**src/rtl/matrix4_multiply_unit_assert.svh**
```systemverilog
// ----------------------------------------------------------------------------
// Assertion macros for the matrix multiply unit
// Concurrent checks that are compiled out when SYNTHESIS is defined.
// ----------------------------------------------------------------------------
`ifndef MATRIX4_MULTIPLY_UNIT_ASSERT_SVH
`define MATRIX4_MULTIPLY_UNIT_ASSERT_SVH

`ifndef SYNTHESIS
`define MM4_ASSERT_IMPLIES(label, clk, rst, ante, cons, msg) \
   label: assert property (@(posedge clk) disable iff (rst) (ante) |-> (cons)) else $error(msg);
`define MM4_ASSERT_NEXT(label, clk, rst, ante, cons, msg) \
   label: assert property (@(posedge clk) disable iff (rst) (ante) |=> (cons)) else $error(msg);
`else
`define MM4_ASSERT_IMPLIES(label, clk, rst, ante, cons, msg)
`define MM4_ASSERT_NEXT(label, clk, rst, ante, cons, msg)
`endif

`endif

```
**src/rtl/mm4_pkg.sv**
```systemverilog
// ----------------------------------------------------------------------------
// Matrix multiply package
// Sizes, widths and shared types of the matrix multiply unit.
// ----------------------------------------------------------------------------
`default_nettype none

package mm4_pkg;

   localparam int DIM       = 4;
   localparam int FRAC_BITS = 16;
   localparam int CELLS     = DIM * DIM;
   localparam int VALUE_W   = 32;
   localparam int INDEX_W   = 4;
   localparam int ROW_W     = $clog2(DIM);
   localparam int POS_W     = $clog2(CELLS);
   localparam int PROD_W    = 2 * VALUE_W;
   localparam int TERM_W    = PROD_W - FRAC_BITS;
   localparam int SUM_W     = TERM_W + $clog2(DIM);

   typedef logic signed [VALUE_W-1:0] value_type;
   typedef logic signed [PROD_W-1:0]  prod_type;
   typedef logic signed [TERM_W-1:0]  term_type;
   typedef logic signed [SUM_W-1:0]   sum_type;

   localparam value_type VALUE_MAX = {1'b0, {(VALUE_W-1){1'b1}}};
   localparam value_type VALUE_MIN = {1'b1, {(VALUE_W-1){1'b0}}};

   typedef struct packed {
      logic             valid;
      logic [ROW_W-1:0] row;
      logic [ROW_W-1:0] col;
      logic [POS_W-1:0] pos;
      logic             last;
   } tag_type;

   typedef struct packed {
      logic [ROW_W-1:0]   row;
      logic [ROW_W-1:0]   col;
      logic [VALUE_W-1:0] left_value;
      logic [VALUE_W-1:0] right_value;
   } load_type;

   function automatic logic [INDEX_W-1:0] pos_to_index(input logic [POS_W-1:0] pos);
      logic [POS_W+INDEX_W-1:0] wide;
      wide = {{INDEX_W{1'b0}}, pos};
      return wide[INDEX_W-1:0];
   endfunction

endpackage

`default_nettype wire

```
**src/rtl/mm4_cell.sv**
```systemverilog
// ----------------------------------------------------------------------------
// Matrix multiply cell
// Holds one column of the left matrix and one row of the right matrix,
// multiplies the pair selected by the passing tag and adds the term to the
// partial sum handed on from its neighbor.
// ----------------------------------------------------------------------------
`default_nettype none

module mm4_cell import mm4_pkg::*; (
   input  wire logic    clock,
   input  wire logic    reset,
   input  wire logic    advance,
   input  wire load_type load,
   input  wire logic    left_we,
   input  wire logic    right_we,
   input  wire tag_type up_tag,
   input  wire sum_type up_sum,
   output tag_type      dn_tag,
   output sum_type      dn_sum
);

   value_type left_col_ff [DIM];
   value_type right_row_ff [DIM];

   tag_type   a_tag_ff;
   sum_type   a_sum_ff;
   prod_type  prod_ff;
   prod_type  prod_in;
   term_type  term;
   sum_type   sum_in;
   tag_type   dn_tag_ff;
   sum_type   dn_sum_ff;
   value_type left_op;
   value_type right_op;

   always_ff @(posedge clock) begin
      if (left_we) begin
         left_col_ff[load.row] <= load.left_value;
      end
      if (right_we) begin
         right_row_ff[load.col] <= load.right_value;
      end
   end

   assign left_op  = left_col_ff[up_tag.row];
   assign right_op = right_row_ff[up_tag.col];
   assign prod_in  = prod_type'(left_op) * prod_type'(right_op);
   assign term     = TERM_W'(prod_ff >>> FRAC_BITS);
   assign sum_in   = a_sum_ff + SUM_W'(term);

   always_ff @(posedge clock) begin
      if (reset) begin
         a_tag_ff.valid  <= 1'b0;
         dn_tag_ff.valid <= 1'b0;
      end else if (advance) begin
         a_tag_ff  <= up_tag;
         dn_tag_ff <= a_tag_ff;
      end
   end

   always_ff @(posedge clock) begin
      if (advance) begin
         a_sum_ff  <= up_sum;
         prod_ff   <= prod_in;
         dn_sum_ff <= sum_in;
      end
   end

   assign dn_tag = dn_tag_ff;
   assign dn_sum = dn_sum_ff;

endmodule

`default_nettype wire

```
**config.mk**
```make
export PLATFORM = sky130hd
export DESIGN_NAME = mm4_cell
export DESIGN_NICKNAME = d
export VERILOG_FILES = /design/src/rtl/matrix4_multiply_unit_assert.svh /design/src/rtl/mm4_pkg.sv /design/src/rtl/mm4_cell.sv
export SDC_FILE = /design/constraint.sdc
export NUM_CORES = 2
export LEC_CHECK = 0
export BUFFER_PORTS_ARGS = -buffer_cell sky130_fd_sc_hd__buf_4
export CAP_MARGIN = 25
export CORE_AREA = 10 10 337 404
export CTS_CLUSTER_SIZE = 12
export DETAILED_ROUTE_END_ITERATION = 8
export DIE_AREA = 0 0 347 414
export GPL_ROUTABILITY_DRIVEN = 0
export SKIP_LAST_GASP = 1
export SYNTH_ARGS = -nofsm -noshare
export SYNTH_HDL_FRONTEND = slang
export SYNTH_SLANG_ARGS = --single-unit
export TNS_END_PERCENT = 10
```
**constraint.sdc**
```tcl
create_clock -name clock -period 11 [get_ports clock]
set_input_delay 2.2 -clock clock [delete_from_list [all_inputs] [get_ports clock]]
set_output_delay 2.2 -clock clock [all_outputs]
set_load 0.005 [all_outputs]
```
Word level (Yosys, flattened, before mapping)
Memories as Yosys holds them, arrays and structs flattened.
Index checks and enable logic that the tools add are counted.
Widths: inputs -> output; s select.

operators by class
  $add $sub $neg = 1
  multipliers = 1
  divide/modulo/power cells = 0
  $lt $le $gt $ge = 0
  eq/ne operators = 0
  shift-type cells = 0
  multiplexer cells = 4
  bitwise gates (word level) = 1
  reductions and logical operators = 1

operator list
  cell              number
  $mul 32x32->64    1
  $add 50x48->50    1
  $mux 1            4
  $reduce_and 2->1  1
  $not 1->1         1

storage, ports and cells
  flip-flop bits (word level) = 184
  latch bits = 0
  RAM bits = 256
  bits in read-only memories = 0
  bits of input ports = 133
  output and inout bits = 60
  logic and storage cells = 23
  memories kept = 2

memories
  name          depth  bits a word  read ports  clocked after memory_dff  write ports  line            RTL
  left_col_ff   4      32           1           0                         1            mm4_cell.sv:22  value_type left_col_ff [DIM];
  right_row_ff  4      32           1           0                         1            mm4_cell.sv:23  value_type right_row_ff [DIM];

Logic depth before layout (Yosys ltp)
  word-level depth = 2
  mapped depth = 35
  depth with buffers taken out = 30

Worst setup path before layout
Ideal clock, no wire load.

  kind = input to register
  from = input up_tag[6] in the netlist's numbering
  to = register prod_ff[63], data pin
  setup time = 255 ps
  data arrival time = 11139 ps
  data required time = 10745 ps
  setup slack = -394 ps
  cell stages on the path = 30
  path buffers = 5
  cell sequence = buf_2 buf_1 buf_1 mux4_2 clkbuf_1 nand2_1 inv_1 fa_1 fa_1 fa_1 inv_1 fa_1 inv_1 fa_1 fa_1 inv_1 fa_1 fa_1 inv_1 ha_1 clkbuf_1 a21o_1 a21o_1 a21o_1 a21oi_1 o21bai_1 a21o_1 a21o_1 or4_1 and3_1

between the ends
  longest elaborated chain between the ends = 2

ends and longest elaborated chain
  element                 line            RTL
  start: declaration      mm4_cell.sv:16  input wire tag_type up_tag,
  $mem_v2 4x32            --
  $mul 32x32->64          mm4_cell.sv:47  assign prod_in = prod_type'(left_op) * prod_type'(right_op);
  via prod_in[63]         mm4_cell.sv:28  prod_type prod_in;
  end signal: assignment  mm4_cell.sv:64  prod_ff <= prod_in;
  end: declaration        mm4_cell.sv:27  prod_type prod_ff;

The timed path passes the listed nets, and every way through them passes these cells.
A chain may end at the register's enable or synchronous reset.

Worst setup path in the final report
Same ends and word-level chain as after synthesis.

==> metrics.md <==
| Metric | Value |
|---|---|
| Total Routing Usage GR | `between 20% and 30%` |
| Synth top area share | `between 40% and 50%` |
| Compound-gate portion of the synthesized area | `roughly 5.2%` |
| I/O Buffers | `between 150 and 200` |
| Kind of critical path | `input port to register` |
| Initial drt markers | `2,559` |
| CP Data Required Time | `approximately 11 ns` |
| Syn-to-layout area delta | `12.53%` |
| Synth top area cells | `fa_1, edfxtp_1, inv_1, ha_1, nand2_1` |
| Crit path time final | `~10 ns` |
| Hold Buf Count CTS | `0` |
| Vias per cell | `between 5 and 6` |
| MaxCap Viol Count | `0` |
| Xor and xnor area share after synthesis | `about 1.7%` |
| Final hold violations | `0` |
| GRT Residual Overflow | `0` |
| Die W | `roughly 350 microns` |
| Top-count cell post-synth | `fa_1` |
| Placement Setup Slack | `-0.04704 ns` |
| Simple-Gate Fraction of Synth Area | `between 10% and 20%` |
| Pins Over Slew Limit | `0` |
| Critical Path AT | `roughly 11 ns` |
| H-tree depth | `2` |
| Largest family of logic cells by synthesized area | `adder cells` |
| Drt first pass iters | `5` |
| Clock Latency Late Sink | `approximately 0.66 ns` |
| DRT Wirelength | `~150,000 microns` |
| CTS tree | `done` |
| Die height | `approximately 410 microns` |
| Clock skew | `0.02957 ns` |
| FP Rows | `around 140` |
| Slew @ Worst Pin | `1.059 ns` |
| TritonCTS buffer count | `48` |
| Tcrit/Tclk final | `a little over nine tenths` |
| RSZ-0062 raised after global routing | `no` |
| Leading area contributor after synthesis | `fa_1` |
| Share of post-route cells with drive strength above 1 | `11.36%` |
| Post-DP HPWL | `122,800 microns` |
| Number of nets in the layout | `6,581` |
| Vias in the first global route | `39,186` |
| Mean Syn Cell Area | `10.70 sq um` |
| Clk sinks | `approximately 420` |
| Core Footprint | `about 130,000 sq um` |
| Number of flops mapped to enable cells by yosys | `between 400 and 500` |
| Worst reg-to-reg path cell count | `23` |
| Slew headroom | `~29%` |
| Tightest Hold Check Type | `register to register` |
| CP endpoint kind | `register` |
| Initial antenna violation count | `5` |
| CTS clk-pin slew, worst paths | `0.06 ns` |
| Post-synth top flop | `edfxtp_1` |
| Die area | `~140,000 sq um` |
| Status | `finished, final reports clean` |
| Kind of start point of the critical path | `input port` |
| Largest net degree at the start of global routing | `67` |
| Post-Synth Adder-Cell Area | `between 40 and 50%` |
| Setup bufs post-CTS | `0` |
| Post-CTS sizing | `0` |
| Hold slack | `approximately 0.42 ns` |
| Cells after Synth | `4,882` |
| Mux cell area share after synthesis | `about 2.8%` |
| Number of distinct library cells after synthesis | `71` |
| Number of synthesized register bits | `424` |
| TNS Setup | `0 ns` |
| I/O pin cnt | `between 150 and 200` |
| Post-Syn Area | `~52,000 sq um` |
| Top cells by count, synth | `fa_1, inv_1, nand2_1, nor2_1, edfxtp_1` |
| F_max | `between 0.09 and 0.1 GHz` |
| CTS root buffer | `clkbuf_16` |
| Setup violations, final | `0` |
| Yosys warns | `0` |
| Worst hold path depth | `0` |
| Fin util | `about 46%` |
| Seq/Total Area, Yosys | `around 24%` |
| Via count | `35,274` |
| Final Worst Setup Slack | `between 0.5 and 0.6 ns` |
| Clock tree buffer depth | `3` |
| WL/cell | `21.65 microns` |
| DRC | `0` |
| Global-route wire length before repair | `roughly 230,000 microns` |
| Ys async rst share | `0%` |
| CP max FO | `16` |
| Initial Util | `40.82%` |
| Antenna-violating nets left | `0` |
| Post-synth net total | `roughly 6,300` |
path summary, 6_finish.rpt:
| kind | from | slack, ns | endpoint |
|---|---|---|---|
| setup / recovery | up_tag[6] | 0.57 | prod_ff[63] |
| hold / removal | a_tag_ff[3] | 0.42 | dn_tag[3] |
| setup reg to reg | right_row_ff[2][11] | 1.96 | prod_ff[63] |
| hold reg to reg | a_tag_ff[3] | 0.42 | dn_tag[3] |
area by class of cell:
class / count / area, sq um
well taps: 1679 / 2101
clock buffers: 65 / 1285
clock inverters: 22 / 287.8
fillers: 11877 / 69170
diodes: 3 / 7.507
flip-flops and latches: 424 / 12710
repair buffers: 414 / 3570
multi-input cells: 3289 / 35190
inverters: 960 / 3607
registers in the layout (all words and copies together) (netlist names):
register	cells
a_sum_ff	50
a_tag_ff	10
dn_sum	50
dn_tag	10
left_col_ff	128
prod_ff	48
right_row_ff	128
cells by family after synthesis:
| kind of cell | count (synthesis) |
|---|---|
| AND/OR/NAND/NOR | 1338 |
| adder cells (fa/ha/maj) | 1311 |
| buffers and inverters | 1169 |
| flip-flops | 424 |
| AO/OA/AOI/OAI | 412 |
| multiplexers | 126 |
| XOR/XNOR | 102 |
worst max-delay path, cell delays in order:
cell,delay [ns]
buf_4,0.12
mux2_2,0.34
o21ai_2,0.80
buf_4,0.36
or2_2,0.21
fa_1,0.44
fa_1,0.73
fa_1,0.49
inv_1,0.09
fa_1,0.44
fa_1,0.57
fa_1,0.44
fa_1,0.52
fa_1,0.43
ha_1,0.38
a21o_1,0.22
a21o_1,0.17
a21oi_1,0.39
nand2_1,0.12
a2111oi_2,0.34
buf_4,0.22
nor2_2,0.06
or4_1,0.52
and3_1,0.16
per-stage QoR:
| step | area, sq um | cells |
|---|---|---|
| after floorplan | 52230 | 4882 |
| after global placement | 57090 | 6762 |
| after detailed placement | 57160 | 6765 |
| after CTS | 58730 | 6852 |
| after global routing | 58750 | 6854 |
| final | 58760 | 6856 |
per-layer routing:
metal | part of all wire [%] | GRT usage (%)
met1 | 39 | 25.71
met4 | 4.3 | 8.022
met5 | 0.015 | 0
met2 | 49 | 36.00
met3 | 7.6 | 4.692
cells in the final DEF (no fill, tap or decap), types with 54 or more instances in the layout:
cell type | netlist | routed
a21oi_1 | 101 | 101
a21o_1 | 57 | 57
o21a_1 | 59 | 59
xnor2_1 | 67 | 67
edfxtp_1 | 422 | 422
and2_1 | 54 | 54
ha_1 | 229 | 229
mux2i_1 | 60 | 60
fa_1 | 1082 | 1081
buf_4 | 1 | 377
nor2_1 | 548 | 544
inv_1 | 959 | 958
nand2_1 | 590 | 590
Power is left out: the tool's default activity adds up to more than one toggle a clock period on the data nets, which glitch-free logic cannot reach.
