===== src/rtl/matrix4_multiply_unit_assert.svh =====
// ----------------------------------------------------------------------------
// Assertion macros for the matrix multiply unit
// Concurrent checks that are compiled out when SYNTHESIS is defined.
// ----------------------------------------------------------------------------
`ifndef MATRIX4_MULTIPLY_UNIT_ASSERT_SVH
`define MATRIX4_MULTIPLY_UNIT_ASSERT_SVH

`ifndef SYNTHESIS
`define MM4_ASSERT_IMPLIES(label, clk, rst, ante, cons, msg) \
   label: assert property (@(posedge clk) disable iff (rst) (ante) |-> (cons)) else $error(msg);
`define MM4_ASSERT_NEXT(label, clk, rst, ante, cons, msg) \
   label: assert property (@(posedge clk) disable iff (rst) (ante) |=> (cons)) else $error(msg);
`else
`define MM4_ASSERT_IMPLIES(label, clk, rst, ante, cons, msg)
`define MM4_ASSERT_NEXT(label, clk, rst, ante, cons, msg)
`endif

`endif


===== src/rtl/mm4_pkg.sv =====
// ----------------------------------------------------------------------------
// Matrix multiply package
// Sizes, widths and shared types of the matrix multiply unit.
// ----------------------------------------------------------------------------
`default_nettype none

package mm4_pkg;

   localparam int DIM       = 4;
   localparam int FRAC_BITS = 16;
   localparam int CELLS     = DIM * DIM;
   localparam int VALUE_W   = 32;
   localparam int INDEX_W   = 4;
   localparam int ROW_W     = $clog2(DIM);
   localparam int POS_W     = $clog2(CELLS);
   localparam int PROD_W    = 2 * VALUE_W;
   localparam int TERM_W    = PROD_W - FRAC_BITS;
   localparam int SUM_W     = TERM_W + $clog2(DIM);

   typedef logic signed [VALUE_W-1:0] value_type;
   typedef logic signed [PROD_W-1:0]  prod_type;
   typedef logic signed [TERM_W-1:0]  term_type;
   typedef logic signed [SUM_W-1:0]   sum_type;

   localparam value_type VALUE_MAX = {1'b0, {(VALUE_W-1){1'b1}}};
   localparam value_type VALUE_MIN = {1'b1, {(VALUE_W-1){1'b0}}};

   typedef struct packed {
      logic             valid;
      logic [ROW_W-1:0] row;
      logic [ROW_W-1:0] col;
      logic [POS_W-1:0] pos;
      logic             last;
   } tag_type;

   typedef struct packed {
      logic [ROW_W-1:0]   row;
      logic [ROW_W-1:0]   col;
      logic [VALUE_W-1:0] left_value;
      logic [VALUE_W-1:0] right_value;
   } load_type;

   function automatic logic [INDEX_W-1:0] pos_to_index(input logic [POS_W-1:0] pos);
      logic [POS_W+INDEX_W-1:0] wide;
      wide = {{INDEX_W{1'b0}}, pos};
      return wide[INDEX_W-1:0];
   endfunction

endpackage

`default_nettype wire


===== src/rtl/mm4_interfaces.sv =====
// ----------------------------------------------------------------------------
// Matrix multiply channels
// Valid/ready channels for element pairs in and product elements out.
// ----------------------------------------------------------------------------
`default_nettype none


interface mm4_rsp_if import mm4_pkg::*; ();
   logic               valid;
   logic               ready;
   value_type          product_value;
   logic [INDEX_W-1:0] element_index;
   logic               saturated_flag;
   logic               last_flag;

   modport source (output valid, output product_value, output element_index,
                   output saturated_flag, output last_flag, input ready);
   modport sink (input valid, input product_value, input element_index,
                 input saturated_flag, input last_flag, output ready);
endinterface

`default_nettype wire


===== src/rtl/mm4_output_stage.sv =====
// ----------------------------------------------------------------------------
// Matrix multiply output stage
// Saturates the finished sum to 32 bits and holds the result item until the
// sink takes it; the chain advances whenever this register can load.
// ----------------------------------------------------------------------------
`default_nettype none

module mm4_output_stage import mm4_pkg::*; (
   input  wire logic    clock,
   input  wire logic    reset,
   input  wire tag_type in_tag,
   input  wire sum_type in_sum,
   output logic         advance,
   mm4_rsp_if.source    rsp
);

   logic [SUM_W-VALUE_W:0] high_bits;
   logic                   fits;
   value_type              value_in;
   logic                   rsp_valid_ff;
   value_type              value_ff;
   logic [INDEX_W-1:0]     index_ff;
   logic                   sat_ff;
   logic                   last_ff;

   assign high_bits = in_sum[SUM_W-1:VALUE_W-1];
   assign fits      = (&high_bits) | ~(|high_bits);

   always_comb begin
      if (fits) begin
         value_in = in_sum[VALUE_W-1:0];
      end else if (in_sum[SUM_W-1]) begin
         value_in = VALUE_MIN;
      end else begin
         value_in = VALUE_MAX;
      end
   end

   assign advance = !rsp_valid_ff || rsp.ready;

   always_ff @(posedge clock) begin
      if (reset) begin
         rsp_valid_ff <= 1'b0;
      end else if (advance) begin
         rsp_valid_ff <= in_tag.valid;
      end
   end

   always_ff @(posedge clock) begin
      if (advance) begin
         value_ff <= value_in;
         index_ff <= pos_to_index(in_tag.pos);
         sat_ff   <= !fits;
         last_ff  <= in_tag.last;
      end
   end

   assign rsp.valid          = rsp_valid_ff;
   assign rsp.product_value  = value_ff;
   assign rsp.element_index  = index_ff;
   assign rsp.saturated_flag = sat_ff;
   assign rsp.last_flag      = last_ff;

endmodule

`default_nettype wire


===== src/flat_wrapper.sv =====
// flat-port wrapper written by rule: the top's interface ports become plain ports
module mm4_output_stage_flat import mm4_pkg::*;
  (clock, reset, in_tag, in_sum, advance, rsp_valid, rsp_product_value, rsp_element_index, rsp_saturated_flag, rsp_last_flag, rsp_ready);
  mm4_rsp_if rsp_i ();
  input  wire logic clock;
  input  wire logic reset;
  input  wire tag_type in_tag;
  input  wire sum_type in_sum;
  output logic advance;
  output wire logic [$bits(rsp_i.valid)-1:0] rsp_valid;
  output wire logic [$bits(rsp_i.product_value)-1:0] rsp_product_value;
  output wire logic [$bits(rsp_i.element_index)-1:0] rsp_element_index;
  output wire logic [$bits(rsp_i.saturated_flag)-1:0] rsp_saturated_flag;
  output wire logic [$bits(rsp_i.last_flag)-1:0] rsp_last_flag;
  input wire logic [$bits(rsp_i.ready)-1:0] rsp_ready;
  assign rsp_valid = rsp_i.valid;
  assign rsp_product_value = rsp_i.product_value;
  assign rsp_element_index = rsp_i.element_index;
  assign rsp_saturated_flag = rsp_i.saturated_flag;
  assign rsp_last_flag = rsp_i.last_flag;
  assign rsp_i.ready = rsp_ready;
  mm4_output_stage u_core (.clock(clock), .reset(reset), .in_tag(in_tag), .in_sum(in_sum), .advance(advance), .rsp(rsp_i));
endmodule

===== config.mk =====
export PLATFORM = sky130hd
export DESIGN_NAME = mm4_output_stage_flat
export DESIGN_NICKNAME = d
export VERILOG_FILES = /design/src/rtl/matrix4_multiply_unit_assert.svh /design/src/rtl/mm4_pkg.sv /design/src/rtl/mm4_interfaces.sv /design/src/rtl/mm4_output_stage.sv /design/src/flat_wrapper.sv
export SDC_FILE = /design/constraint.sdc
export NUM_CORES = 1
export LEC_CHECK = 0
export BUFFER_PORTS_ARGS = -buffer_cell sky130_fd_sc_hd__buf_2
export CORE_UTILIZATION = 39
export CTS_BUF_LIST = sky130_fd_sc_hd__clkbuf_8
export DETAILED_ROUTE_END_ITERATION = 10
export GPL_TIMING_DRIVEN = 0
export HOLD_SLACK_MARGIN = 0.12
export PLACE_DENSITY = 0.87
export SLEW_MARGIN = 25
export SYNTH_ARGS = -nofsm -noshare
export SYNTH_HDL_FRONTEND = slang
export SYNTH_SLANG_ARGS = --single-unit

===== constraint.sdc =====
create_clock -name clock -period 1.6 [get_ports clock]
set_input_delay 0.08 -clock clock [delete_from_list [all_inputs] [get_ports clock]]
set_output_delay 0.08 -clock clock [all_outputs]
set_load 0.01 [all_outputs]

# --- Word-level counts from Yosys, hierarchy flattened ---
# Index checks and enable logic that the tools add are counted.
word_totals:
  ff_bits: 39
  latch_bits: 0
  ramBits: 0
  mem_bits_ro: 0
  in_bits: 63
  elab_cells: 14
  memories: 0
classes:
  n_addsub: 0
  multipliers: 0
  n_div: 0
  n_lt_le_gt_ge: 0
  eq_ne: 0
  shift: 0
  mux: 2
  bitwise_logic: 2
  n_reduce_logical: 5
ops:
  columns: ["op", "count"]
  rows:
  - ["$mux W32", 2]
  - ["$reduce_and A19 Y1", 1]
  - ["$reduce_or A19 Y1", 1]
  - ["$logic_not A1 Y1", 2]
  - ["$logic_or A1 B1 Y1", 1]
  - ["$not A1 Y1", 1]
  - ["$or A1 B1 Y1", 1]

# --- Depth between registers and ports, before layout ---
# Gate-level depths: netlist of run 1.
logic_depth:
  depth_word: 4
  ltp_mapped: 6
  ltp_nobuf: 5

# --- Least setup slack after synthesis of run 1 ---
# Ideal clock, no wire load.
synth_timing:
  path_type: "flip-flop to flip-flop"
  start: "register u_core.rsp_valid_ff, in the netlist u_core.rsp.valid"
  end: "register u_core.index_ff[0], in the netlist u_core.rsp.element_index[0] (enable)"
  setup_time_ns: 0.406
  arrival_ns: 1.307
  t_required_ns: 1.194
  setup_slack_ns: -0.113
  stages_incl_launch_ff: 2
  synth_period_minus_slack_ns: 1.713
  path_cell_list: "dfxtp_1 > nand2b_1"
synth_via:
  elab_chain_len: 2
synth_rtl:
  columns: ["item", "line", "text"]
  rows:
  - ["start: declaration", "mm4_output_stage.sv:20", "logic rsp_valid_ff;"]
  - ["start signal: assignment", "mm4_output_stage.sv:45", "rsp_valid_ff <= in_tag.valid;"]
  - ["$logic_not A1 Y1", "mm4_output_stage.sv:39", "assign advance = !rsp_valid_ff || rsp.ready;"]
  - ["$logic_or A1 B1 Y1", "mm4_output_stage.sv:39", null]
  - ["net advance", "flat_wrapper.sv:9", "output logic advance;"]
  - ["end signal: assignment", "mm4_output_stage.sv:52", "index_ff <= pos_to_index(in_tag.pos);"]
  - ["end: declaration", "mm4_output_stage.sv:22", "logic [INDEX_W-1:0] index_ff;"]
# The timed path passes the listed nets, and every way through them passes these cells.
# A chain may end at the register's enable or synchronous reset.

# --- Worst setup path after layout of run 1 ---
layout_timing:
  start: "register u_core.rsp_valid_ff, in the netlist u_core.rsp.valid"
  end: "register u_core.rsp_valid_ff, in the netlist u_core.rsp.valid"
layout_via:
  elab_chain_len: 2
layout_rtl:
  columns: ["item", "line"]
  rows:
  - ["$logic_not A1 Y1", "mm4_output_stage.sv:39"]
  - ["$logic_or A1 B1 Y1", "mm4_output_stage.sv:39"]
# Every way passes these cells.

==> out/qor.yml, run 1 <==
outcome:
  status: "finished clean"
synth:
  synth.net_count: 159
  yosys_register_bits: 39
  synth_area_um2: 1630
  synth_cell_types: 16
  yosysWarnings: 0
  ys_seq_area_frac: 0.714
  netlist_instances: 96
  synth_top_area_share: 0.702
  avgSynthCellArea_um2: 16.9
  yosysTopAreaCell: "edfxtp_1"
  synthTopCellsByArea: "edfxtp_1 70%, a21o_2 16%, buf_6 4.2%, nand4_1 1.9%, nor4_1 1.5%"
routing:
  num_vias: 1386
  wl_per_cell_um: 13.9
  drcViolationCount: 0
  wl_um: 4060
  first_pass_iters: 4
  drt-initial-drc-count: 104
  via_per_inst: 4.75
  drtAntennaViolNets: 0
min_path:
  hp-class: "primary input to flop"
clock_tree:
  ctsHtreeMaxLevel: 2
  clock_latency_ns: 0.28
  ctsLongestPathBuffers: 2
  post_cts_buffers: 0
  cts_root_buf: "clkbuf_8"
  tritoncts: "yes"
  cts_made_buffers: 5
  clk_pin_slew_ns: 0.07
  cts.sinks: 39
sta:
  tightest_slew_ns: 0.500
  period_minus_slack_ns: 1.46
  final_max_slew_viol_count: 0
  skew_ns: 0.00657
  min_period_over_period: 0.912
  finalHoldViolCount: 0
  rsz0062_at_grt: "no"
  fmax_mhz: 685
  finalSetupViolCount: 0
  relSlewSlack: 0.667
  hold_slack_ns: 0.346
layout:
  diodes: 0
  multiInputGateArea_um2: 403
  syn_to_final_growth_pct: 64.0
  drive_gt1_frac: 0.595
  regArea_um2: 1160
  fillers: 300
  final_nets: 304
pwr:
  power.leakage_nw: 1.26
  seq_power_share: 0.559
  clkPwrFrac: 0.281
  p_per_area_nw_per_um2: 813
  pwr-share-comb: 0.160
  p_sw_frac: 0.221
  power_mw: 2.17
  vdd_drop_max_mv: 0.554
  p_sw_uw: 480
  p_int_mw: 1.69
floorplanning:
  die_x_um: 66.6
  initial_core_util: 0.407
  core-area_um2: 4000
  ioPinCount: 103
  die_height_um: 66.6
  fp.dieArea_um2: 4430
  rows: 23
grt:
  grt_pass1_wl_um: 6030
  grt_start_max_net_pins: 41
  antenna_found_initial: 0
  grt_use_total: 0.188
  grt_overflow_total: 0
  grt_pass1_vias: 1297
placed_design:
  globalplace.congestion: 0.724
  dp.final_hpwl_um: 2440
  port_buffers: 98
critical_path:
  endpoint_kind: "flop"
  path_class: "flop to flop"
  arrival_ns: 1.68
  regToRegSetupSlack_ns: 0.14
  startpoint_type: "flop"
  critPathMaxFanout: 20
  cp.required_ns: 1.82
flow_run:
  maxCapViolations: 0
-- logic make-up (layout without fill, tap and decap cells) --
group / after synthesis / after routing / share of synthesized area
compound gates: 34 / 34 / 0.183
buf+inv: 9 / 154 / 0.0485
flops: 39 / 39 / 0.714
simple gates: 14 / 15 / 0.0546
-- metal layers --
metal,wire (um),share of wire,global-route usage,up-vias
met5,0,0,0,-
met4,110,0.027,0.0798,0
met3,225,0.055,0.0497,13
met2,2150,0.53,0.337,66
met1,1580,0.39,0.207,640
li1,-,-,-,667
-- placed cells by master, fill, tap and decap left out, drive strengths merged, types with 2 or more instances in the layout --
master	netlist	routed
edfxtp	38	38
a21o	31	31
buf	6	104
nand2b	1	2
nor4	5	5
dlygate4sd3	0	39
nand4	5	5
clkbuf	1	6
inv	2	4
nor2	2	2
-- stage by stage --
step                      setup TNS, ns   util  setup WS (ns)  instances  instance area, um^2
after floorplan                       0      -          0.222         96                 1630
after global placement            -1.10  0.546        -0.0476        244                 2180
after detailed placement          -1.73  0.546        -0.0821        244                 2180
after CTS                             0  0.665         0.0181        291                 2660
after global routing                  0  0.667         0.0237        292                 2670
final                                 0  0.667          0.140        292                 2670
-- final timing paths --
check                    from                            to  cells after the start
max          u_core.rsp.valid              u_core.rsp.valid                      3
min                in_sum[49]   u_core.rsp.product_value[0]                      3
max reg2reg  u_core.rsp.valid              u_core.rsp.valid                      3
min reg2reg  u_core.rsp.valid  u_core.rsp.product_value[16]                      1
-- synth_stat cells (all sizes together) --
| master | number |
|---|---|
| a31o | 1 |
| nand4 | 5 |
| nor2 | 2 |
| inv | 2 |
| a21oi | 1 |
| buf | 6 |
| clkbuf | 1 |
| a311oi | 1 |
| nor4 | 5 |
| a21o | 31 |
| edfxtp | 38 |
| dfxtp | 1 |
| nand2b | 1 |
| and3 | 1 |
-- registers in the layout, summed over array words and instances (netlist names) --
name and flops:
u_core.rsp.product_value 32, u_core.rsp.element_index 4, u_core.rsp.last_flag 1, u_core.rsp.saturated_flag 1
u_core.rsp.valid 1
-- power groups by stage --
stage | Combinational (mW) | Clock, mW | Sequential, mW
2_1_floorplan | 0.0736 | 0 | 1.27
3_3_place_gp | 0.259 | 0 | 1.23
3_5_place_dp | 0.265 | 0 | 1.23
4_1_cts | 0.341 | 0.624 | 1.21
5_1_grt | 0.375 | 0.666 | 1.22
6_report | 0.346 | 0.609 | 1.21
-- final cells by class --
| type | count | share of cell area |
|---|---|---|
| tap | 50 | 0.0235 |
| clock inverter | 3 | 0.00469 |
| timing repair buffer | 137 | 0.330 |
| multi-input combinational | 49 | 0.151 |
| inverter | 2 | 0.00281 |
| buffer | 7 | 0.0267 |
| sequential | 39 | 0.435 |
| clock buffer | 5 | 0.0258 |
-- what timing repair did --
action,in CTS,in global routing
gates resized for setup,1,0
hold endpoints to repair,38,0
hold buffers,39,0
setup endpoints to repair,1,1
cloned,0,1
-- worst max-delay path, stage by stage (launching register included) --
cell and delay [ns]:
dfxtp_1 0.41, nand2b_4 0.22, a21oi_1 0.22, dlygate4sd3_1 0.56
No activity file was read; power rests on OpenSTA's default activity.
==> inputs of run 2 (changes only) <==
--- a/config.mk
+++ b/config.mk
@@ -5,13 +5,15 @@
 export SDC_FILE = /design/constraint.sdc
 export NUM_CORES = 1
 export LEC_CHECK = 0
+export ABC_CLOCK_PERIOD_IN_PS = 1600
 export BUFFER_PORTS_ARGS = -buffer_cell sky130_fd_sc_hd__buf_2
 export CORE_UTILIZATION = 39
 export CTS_BUF_LIST = sky130_fd_sc_hd__clkbuf_8
 export DETAILED_ROUTE_END_ITERATION = 10
 export GPL_TIMING_DRIVEN = 0
 export HOLD_SLACK_MARGIN = 0.12
-export PLACE_DENSITY = 0.87
+export PLACE_DENSITY = 0.86
+export SETUP_SLACK_MARGIN = 0.5
 export SLEW_MARGIN = 25
 export SYNTH_ARGS = -nofsm -noshare
 export SYNTH_HDL_FRONTEND = slang
==> run 2 against run 1 <==
  * Clock power increased by 37%
  * Cell area increased by 8.2%
  * Sequential share of layout area decreased by 3.2 points
  * Worst setup slack got worse by 0.025 ns
  * Via count increased by 6.0%
  * Critical endpoint is now u_core.rsp.product_value[7]
  * Combinational power increased by 16%
==> out/qor.yml, run 2 (synthesized netlist as in run 1, its figures left out) <==
outcome:
  status: "finished clean"
grt:
  grt_overflow_total: 0
  grt_pass1_wl_um: 7020
  grt_start_max_net_pins: 21
  antenna_found_initial: 0
  grt_pass1_vias: 1496
  grt_use_total: 0.221
layout:
  diodes: 0
  final_nets: 309
  largest_reg_flops: 32
  mostFrequentLayoutCells: "91 x buf_2, 38 x dlygate4sd3_1, 38 x edfxtp_1"
  drive_gt1_frac: 0.640
  syn_to_final_growth_pct: 77.4
  final_cell_area_um2: 2890
  fillers: 270
  fin_cells: 297
  final_common_cell: "buf_2"
critical_path:
  critPathMaxFanout: 6
  cp.required_ns: 1.66
  r2r_end: "u_core.rsp.element_index[1]"
  path_class: "primary input to flop"
  endpoint_kind: "flop"
  critPathCapture: "u_core.rsp.product_value[7]"
  reg2reg_from: "u_core.rsp.valid"
  reg2reg_depth: 1
  regToRegSetupSlack_ns: 0.65
  path_cells: "buf_2 > nor4_2 > nand4_1 > nor4_4 > a311oi_4 > buf_4 > a21o_2"
  startpoint_type: "primary input"
  critPathSlowestCell: "nor4_2"
  cpPeakStageDelay_ns: 0.33
  arrival_ns: 1.54
  worstSetupStartpoint: "in_sum[35]"
floorplanning:
  ioPinCount: 103
  die_x_um: 66.6
  core-area_um2: 4000
  rows: 23
  fp.dieArea_um2: 4430
  initial_core_util: 0.407
  die_height_um: 66.6
clock_tree:
  cts_root_buf: "clkbuf_8"
  ctsLongestPathBuffers: 2
  cts_made_buffers: 5
  ctsHtreeMaxLevel: 2
  clk_pin_slew_ns: 0.09
  tritoncts: "yes"
  cts.sinks: 39
  clock_latency_ns: 0.30
routing:
  drt-initial-drc-count: 98
  drcViolationCount: 0
  first_pass_iters: 4
  via_per_inst: 4.95
  wl_um: 5060
  drtAntennaViolNets: 0
  wl_per_cell_um: 17.0
  num_vias: 1469
placed_design:
  port_buffers: 98
  dp_cells: 244
  globalplace.congestion: 0.709
  postPlaceCellArea_um2: 2220
  pre_cts_slack_ns: -0.0604
  dp.final_hpwl_um: 2520
sta:
  finalSetupViolCount: 0
  min_period_over_period: 0.928
  fmax_mhz: 674
  relSlewSlack: 0.668
  final_max_slew_viol_count: 0
  finalWorstSetupSlack_ns: 0.115
  rsz0062_at_grt: "yes"
  skew_ns: 0.00893
  tightest_slew_ns: 0.499
  finalHoldViolCount: 0
  timing.setup.tns_ns: 0
  period_minus_slack_ns: 1.48
pwr:
  vdd_drop_max_mv: 0.601
  power.leakage_nw: 1.32
  p_per_area_nw_per_um2: 848
min_path:
  hp-class: "primary input to flop"
flow_run:
  maxCapViolations: 0
-- run 2: cell types whose count changed in the layout (fill, tap and decap cells not counted), sizes merged --
cell,before,now
buf,104,109
inv,4,2
bufinv,0,1
clkinv,1,2
dlygate4sd3,39,38
nand2b,2,3
-- run 2: where the power goes --
group          switching (mW)  internal (mW)  leakage (nW)  total (mW)
combinational           0.174          0.227         0.862       0.401
clock                   0.367          0.465        0.0581       0.832
sequential             0.0210           1.19         0.400        1.22
-- run 2: cell type report --
| cell class | count | area [um^2] | share of cell area |
|---|---|---|---|
| inverters | 2 | 7.51 | 0.00260 |
| multi-input cells | 50 | 507 | 0.176 |
| flip-flops and latches | 39 | 1160 | 0.404 |
| clock buffers | 5 | 68.8 | 0.0239 |
| clock inverters | 3 | 43.8 | 0.0152 |
| plain buffers | 7 | 71.3 | 0.0247 |
| well taps | 50 | 62.6 | 0.0217 |
| repair buffers | 141 | 960 | 0.333 |
-- run 2: routing by layer --
metal | share of wire | routed length, um | vias up | GRT usage
met5 | 0 | 0 | - | 0
met4 | 0.027 | 139 | 0 | 0.0878
met3 | 0.080 | 405 | 12 | 0.0668
met2 | 0.52 | 2620 | 86 | 0.381
met1 | 0.38 | 1900 | 689 | 0.253
li1 | - | - | 682 | -
-- run 2: worst min path at each step --
stage	startpoint	end	slack [ns]	cells past startpoint
floorplan	reset	u_core.rsp.valid	0.15	1
global placement	reset	u_core.rsp.valid	0.23	2
detailed placement	reset	u_core.rsp.valid	0.24	2
CTS	in_sum[49]	u_core.rsp.product_value[31]	0.14	2
global route	in_sum[49]	u_core.rsp.product_value[31]	0.18	2
finish	in_sum[49]	u_core.rsp.product_value[31]	0.20	2
-- run 2: critical path, delay by kind of cell --
family	cells	cell delay (ns)
buffers and inverters	2	0.32
AOI/OAI and AO/OA	2	0.34
and+or+nand+nor	3	0.79
-- run 2: through the flow --
step                total power, mW  hold slack (ns)  utilization
floorplan                      1.35            0.149            -
global placement               1.50            0.235        0.556
detailed placement             1.51            0.240        0.556
CTS                            2.42            0.145        0.703
global route                   2.54            0.182        0.721
finish                         2.45            0.195        0.721
-- run 2: what timing repair did --
item / in CTS / in global routing
hold endpoints to repair: 37 / 0
endpoints found under the setup margin: 71 / 33
gates resized for setup: 13 / 11
hold buffers: 38 / 0
cloned: 3 / 1
setup buffers: 0 / 3
==> inputs of run 3 (changes only) <==
--- a/config.mk
+++ b/config.mk
@@ -5,14 +5,14 @@
 export SDC_FILE = /design/constraint.sdc
 export NUM_CORES = 1
 export LEC_CHECK = 0
-export ABC_CLOCK_PERIOD_IN_PS = 1600
+export ABC_CLOCK_PERIOD_IN_PS = 1700
 export BUFFER_PORTS_ARGS = -buffer_cell sky130_fd_sc_hd__buf_2
-export CORE_UTILIZATION = 39
+export CORE_UTILIZATION = 44
 export CTS_BUF_LIST = sky130_fd_sc_hd__clkbuf_8
 export DETAILED_ROUTE_END_ITERATION = 10
 export GPL_TIMING_DRIVEN = 0
 export HOLD_SLACK_MARGIN = 0.12
-export PLACE_DENSITY = 0.86
+export PLACE_DENSITY = 0.91
 export SETUP_SLACK_MARGIN = 0.5
 export SLEW_MARGIN = 25
 export SYNTH_ARGS = -nofsm -noshare
==> constraint.sdc (replaced) <==
create_clock -name clock -period 1.7 [get_ports clock]
set_input_delay 0.085 -clock clock [delete_from_list [all_inputs] [get_ports clock]]
set_output_delay 0.085 -clock clock [all_outputs]
set_load 0.01 [all_outputs]
==> run 3 against run 2 <==
  * Flip-flop and latch count did not move
  * Sequential power fell by 6%
  * Highest routed layer unchanged
  * Combinational power fell by 8.7%
  * Critical path depth did not move
  * Critical endpoint is now u_core.rsp.product_value[21]
==> out/qor.yml, run 3 (synthesized netlist as in run 1, its figures left out) <==
outcome:
  status: "finished clean"
critical_path:
  worstSetupStartpoint: "in_sum[37]"
  startpoint_type: "primary input"
  endpoint_kind: "flop"
  cp.required_ns: 1.75
  regToRegSetupSlack_ns: 0.59
  r2r_end: "u_core.rsp.product_value[21]"
  reg2reg_from: "u_core.rsp.valid"
  critPathMaxFanout: 10
  reg2reg_depth: 1
  critPathCapture: "u_core.rsp.product_value[21]"
  arrival_ns: 1.39
  path_class: "primary input to flop"
  critPathSlowestCell: "nor4_4"
  cpPeakStageDelay_ns: 0.27
  path_cells: "buf_6 > nor4_4 > nand4_1 > nor4_4 > a311oi_4 > buf_6 > a21o_2"
grt:
  grt_start_max_net_pins: 21
  grt_pass1_wl_um: 7300
  grt_pass1_vias: 1492
  grt_use_total: 0.252
  antenna_found_initial: 0
  grt_overflow_total: 0
clock_tree:
  cts_made_buffers: 5
  ctsLongestPathBuffers: 2
  clk_pin_slew_ns: 0.07
  cts_root_buf: "clkbuf_8"
  clock_latency_ns: 0.30
  cts.sinks: 39
  tritoncts: "yes"
  ctsHtreeMaxLevel: 2
sta:
  tightest_slew_ns: 0.478
  finalSetupViolCount: 0
  min_period_over_period: 0.788
  skew_ns: 0.00864
  finalWorstSetupSlack_ns: 0.361
  fmax_mhz: 747
  finalHoldViolCount: 0
  relSlewSlack: 0.682
  hold_slack_ns: 0.156
  timing.setup.tns_ns: 0
  rsz0062_at_grt: "yes"
  final_max_slew_viol_count: 0
  period_minus_slack_ns: 1.34
layout:
  drive_gt1_frac: 0.633
  largest_reg_flops: 32
  syn_to_final_growth_pct: 76.9
  mostFrequentLayoutCells: "91 x buf_2, 38 x dlygate4sd3_1, 38 x edfxtp_1"
  final_common_cell: "buf_2"
  diodes: 0
  fillers: 179
  final_nets: 307
floorplanning:
  rows: 21
  core-area_um2: 3440
  initial_core_util: 0.473
  die_height_um: 62.8
  fp.dieArea_um2: 3940
  die_x_um: 62.8
  ioPinCount: 103
pwr:
  power.leakage_nw: 1.32
  p_per_area_nw_per_um2: 840
  vdd_drop_max_mv: 0.539
routing:
  num_vias: 1486
  wl_um: 4830
  wl_per_cell_um: 16.6
  via_per_inst: 5.11
  m1WireLength_um: 1740
  wl_met3_um: 336
  drcViolationCount: 0
  drt-initial-drc-count: 75
  first_pass_iters: 4
  drtAntennaViolNets: 0
  route.top_layer_used: "met4"
  met2WireLength_um: 2650
flow_run:
  maxCapViolations: 0
placed_design:
  dp.final_hpwl_um: 2450
  port_buffers: 98
  globalplace.congestion: 0.667
  pre_cts_slack_ns: 0.0380
min_path:
  hp-class: "primary input to flop"
run 3: area by class of cell:
cell class                 instances  area [um^2]  share of cell area
buffer                             7         75.1              0.0261
clock buffer                       5         68.8              0.0239
clock inverter                     3         63.8              0.0222
inverter                           2         7.51             0.00261
multi-input combinational         50          498               0.173
sequential                        39         1160               0.404
tap                               46         57.6              0.0200
timing repair buffer             139          945               0.328
run 3: per-layer routing:
layer	track usage	vias to the layer above
met5	0	-
met4	0.0843	0
met3	0.0894	9
met2	0.455	87
met1	0.270	715
li1	-	675
run 3: worst min path at each step:
| stage | from | cells after the start | slack (ns) | endpoint |
|---|---|---|---|---|
| floorplan | reset | 1 | 0.15 | u_core.rsp.valid |
| global placement | reset | 2 | 0.24 | u_core.rsp.valid |
| detailed placement | reset | 2 | 0.26 | u_core.rsp.valid |
| CTS | in_sum[49] | 2 | 0.14 | u_core.rsp.product_value[31] |
| global route | in_sum[49] | 2 | 0.18 | u_core.rsp.product_value[31] |
| finish | in_sum[49] | 2 | 0.16 | u_core.rsp.product_value[31] |
run 3: power breakdown:
| part | total (mW) | switching [mW] | internal [mW] | leakage, nW |
|---|---|---|---|---|
| registers | 1.15 | 0.0198 | 1.13 | 0.400 |
| clock network | 0.905 | 0.325 | 0.581 | 0.0695 |
| logic | 0.366 | 0.158 | 0.207 | 0.852 |
run 3: timing repair:
item,4_1_cts,5_1_grt
endpoints found under the setup margin,33,33
endpoints found under the hold margin,37,0
pin swaps,0,0
hold buffers,38,0
cloned,2,1
gates resized for setup,7,14
setup buffers,0,2
run 3: critical path, delay by kind of cell:
kind	cells	cell delay, ns
AOI/OAI and AO/OA	2	0.31
and+or+nand+nor	3	0.71
buffers and inverters	2	0.29
run 3: per-stage QoR:
stage          power (mW)  cell area (um^2)  utilization  instances
3_5_place_dp         1.42              2220        0.644        240
3_3_place_gp         1.41              2220        0.644        240
6_report             2.42              2880        0.836        291
5_1_grt              2.50              2880        0.836        291
2_1_floorplan        1.27              1670            -         96
4_1_cts              2.38              2790        0.809        288
